### src/rtl/skyal_ram.sv
`default_nettype none

module skyal_ram #(
  parameter int WIDTH = 8,
  parameter int DEPTH = 256
) (
  input  wire logic                     clk,
  input  wire logic                     we,
  input  wire logic [$clog2(DEPTH)-1:0] waddr,
  input  wire logic [WIDTH-1:0]         wdata,
  input  wire logic [$clog2(DEPTH)-1:0] raddr,
  output logic      [WIDTH-1:0]         rdata
);

  logic [WIDTH-1:0] mem [DEPTH];

  always_ff @(posedge clk) begin
    if (we) begin
      mem[waddr] <= wdata;
    end
    rdata <= mem[raddr];
  end

endmodule

`default_nettype wire

### config.mk
export PLATFORM = sky130hd
export DESIGN_NAME = skyal_ram
export DESIGN_NICKNAME = d
export VERILOG_FILES = /design/src/rtl/skyal_ram.sv
export SDC_FILE = /design/constraint.sdc
export NUM_CORES = 2
export LEC_CHECK = 0
export BUFFER_PORTS_ARGS = -buffer_cell sky130_fd_sc_hd__buf_4
export CORE_AREA = 2 2 384 386
export CTS_CLUSTER_DIAMETER = 100
export DETAILED_ROUTE_END_ITERATION = 7
export DIE_AREA = 0 0 386 388
export PLACE_DENSITY = 0.84
export SYNTH_ARGS = -nofsm -noshare
export SYNTH_HDL_FRONTEND = slang
export SYNTH_SLANG_ARGS = --single-unit
### constraint.sdc
create_clock -name clk -period 2.1 [get_ports clk]
set_input_delay 0.315 -clock clk [delete_from_list [all_inputs] [get_ports clk]]
set_output_delay 0.315 -clock clk [all_outputs]
set_load 0.02 [all_outputs]
==> summary.txt <==
Run status
  • Outcome: complete, but fails checks
  • Failing checks: negative setup slack

Detailed routing
  • Post-route ant nets: 0
  • Routed vias: 45586
  • Drt total wl: 229000 um
  • Iteration-0 DRC Markers: 8466
  • DRC viols: 0
  • Drt first pass iters: 8
  • DR WL/cell: 35.0 um
  • Number of vias per cell: 6.98

Clocking
  • CTS Buffer Depth: 3
  • Worst skew pair latency: ~0.85 ns
  • H-tree levels: 4
  • CTS clk-pin slew, worst paths: roughly 0.07 ns
  • Num CTS Buffers: ~190
  • TritonCTS Sinks: 2056
  • Root buffer cell: clkbuf_16
  • Post-CTS setup buffer count: 0
  • CTS tree: yes

STA
  • RSZ-0062 raised after global routing: true
  • Fmax: just under 400 MHz
  • Worst Tran Pin Value: 0.685 ns
  • Relative slew slack: 53.2%
  • Setup Skew: 0.0580 ns
  • Setup Total Neg Slack: -2.07 ns
  • Final worst setup slack: -0.473 ns
  • Pins Over Slew Limit: 0
  • Hold_ws: ~0.012 ns
  • Setup-violating endpoint count in the final report: 8
  • Tmin final: 2.57 ns
  • Fin. Hold Viols: 0
  • Tcrit/Tclk final: 123%

GRT
  • Number of global-route vias before repair: 45757
  • GR Overflow Total: 0
  • Global-route wire length before repair: 324000 um
  • Gr usage total: 30.4%
  • Initial antenna violation count: 13
  • Largest net degree at the start of global routing: 106

Yosys
  • FF+latch count, synth: 2056
  • Mapped Nets: between 3000 and 4000
  • Sequential area share after synthesis: 77.5%
  • Count of different cell masters after synthesis: 55
  • Syn avg cell area: 21.3 um2
  • Synthesis Warnings: 0
  • Netlist area before placement: 79600 um2
  • Gate count of the mapped netlist: 3733

Die
  • Rows: 140
  • Die width: 386 um
  • Starting Density: 54.8%
  • Core box area: 145000 um2
  • # IOs: 34
  • Die area: ~150000 um2
  • DIE HEIGHT: slightly below 400 um

Hold path
  • Hold depth: 2
  • HP Class: input pin to flop

Power
  • Power per cell area: 895 nW/um2
  • Max IR drop VDD: 0.000908 V
  • LEAKAGE: about 30 nW
  • Tot Pwr: 84.1 mW

Worst setup path
  • Crit path max-delay family: compound AO/OA/AOI/OAI gates
  • Crit path capture type: flop
  • CP Cell Sequence: mux4_2 > a22o_1 > a221oi_4 > o221ai_2 > a211oi_2 > buf_4 > nor4_2
  • Worst Path Arrival: about 3.3 ns
  • Worst Setup Start Kind: flop
  • WP depth: 7
  • FF-to-FF path depth: 7
  • Critical-path top delay cell: mux4_2
  • Largest stage delay on the critical path: 0.58 ns
  • CP required: roughly 2.8 ns
  • Worst Path Max Fanout: 1
  • Critical path class: flop to flop
  • Worst Path Buf+Inv: 1

Final layout
  • Fraction of layout cells with a size suffix above 1: between 30% and 40%
  • Sequential cell area: 61700 um2
  • Area of the multi-input gates: 17000 um2
  • Number of fill cells in the layout: roughly 8300
  • Synth-to-Final Area Change: 18.1%
  • Nets: 4486
  • Final non-filler cell total: 6533

Place
  • Placed insts: just over 6000
  • Place WS: -1.21 ns
  • Routability cong.: 0.921
  • Post-DP HPWL: 130000 um
  • IO Port Bufs: 33

Run
  • # Max-Cap Violations: 0
[repair_timing]
action                                  in CTS  in global routing
pin swaps                                   18                 11
endpoints found under the setup margin       8                  8
hold buffers                                 5                  0
endpoints found under the hold margin       90                  0
gates resized for setup                     59                 31
[stage by stage]
stage               cell area, um2  util, %
floorplan                    79900        -
global placement             87400     60.2
detailed placement           87400     60.2
CTS                          93700     64.5
global route                 93900     64.7
finish                       93900     64.7
[final cells by class]
class | instances | area share (%)
Clock buffer | 238 | 5.33
Inverter | 2 | 0.00799
Multi-Input combinational cell | 1442 | 18.2
Timing Repair Buffer | 771 | 7.35
Antenna cell | 6 | 0.0160
Sequential cell | 2056 | 65.7
Tap cell | 1917 | 2.55
Clock inverter | 101 | 0.941
[layer usage]
layer	GRT usage [%]	wire length, um	vias up
met5	0	176	-
met4	17.1	15800	20
met3	8.87	33700	1075
met2	48.0	109000	4705
met1	37.7	69700	22683
li1	-	-	17103
[logic make-up after synthesis]
group                  Yosys count  share of synthesized area (%)
AO/OA/AOI/OAI                  385                           3.42
buffers and inverters          235                           1.83
flip-flops                    2056                           77.5
AND/OR/NAND/NOR                466                           2.63
multiplexers                   591                           14.6
[where the power goes]
group	switching (mW)	internal, mW
clock	15.0	18.5
sequential	0.114	45.2
combinational	3.20	2.04
total	18.3	65.8
[final timing paths]
| kind | start | endpoint | slack [ns] |
|---|---|---|---|
| min reg2reg | mem[23][3] | rdata[3] | 1.19 |
| max | mem[27][5] | rdata[5] | -0.47 |
| max reg2reg | mem[27][5] | rdata[5] | -0.47 |
| min | wdata[4] | mem[225][4] | 0.01 |
[flip-flops by register name, indices dropped and copies added (netlist names)]
| name | cells |
|---|---|
| rdata | 8 |
| mem | 2048 |
[cells in the final DEF, fill, tap and decap left out, types with 7 or more instances in the layout]
cell	n
nor3_1	17
o22ai_1	25
nand2b_1	8
a21oi_1	92
buf_12	82
mux4_2	454
o221ai_1	41
clkbuf_16	191
dfxtp_1	8
o211ai_1	10
a22o_1	8
nand3_1	34
a22oi_1	128
clkbuf_8	13
nor4_4	10
nor4_2	10
nor4_1	7
buf_4	672
nor2b_1	21
nor2_2	14
nand2_1	33
clkinv_1	40
a221oi_1	8
mux2i_1	134
edfxtp_1	2048
clkbuf_1	42
a211oi_2	10
o21ai_0	10
bufinv_16	14
nor2b_4	8
clkinv_2	34
nor2_1	266
nand4_1	10
[Yosys cell counts, drive strengths merged]
cell type | number | area, um2
o21ai | 12 | 60.1
nand2 | 33 | 124
o22a | 5 | 43.8
nor2b | 31 | 194
mux4 | 456 | 10300
or2 | 4 | 25.0
clkinv | 1 | 3.75
nor3 | 22 | 110
a31oi | 2 | 12.5
o221ai | 47 | 418
nor3b | 1 | 7.51
and3b | 2 | 17.5
nand3b | 2 | 15.0
or2b | 1 | 7.51
o32ai | 5 | 51.3
nand2b | 8 | 50.1
inv | 1 | 3.75
buf | 122 | 1030
clkbuf | 111 | 417
or3b | 1 | 8.76
a22oi | 133 | 998
a2111oi | 5 | 52.6
nand3 | 34 | 170
a21oi | 96 | 480
nor4b | 1 | 8.76
and3 | 1 | 6.26
nor4 | 27 | 188
dfxtp | 8 | 160
a22o | 8 | 70.1
o22ai | 28 | 175
o211ai | 10 | 75.1
a211oi | 16 | 120
nand4 | 10 | 62.6
a311oi | 2 | 17.5
and2 | 6 | 37.5
mux2 | 1 | 11.3
a221oi | 14 | 129
nor2 | 282 | 1060
a21boi | 1 | 7.51
mux2i | 134 | 1340
o311ai | 1 | 8.76
edfxtp | 2048 | 61500
Power figures use the tool's default switching activity.
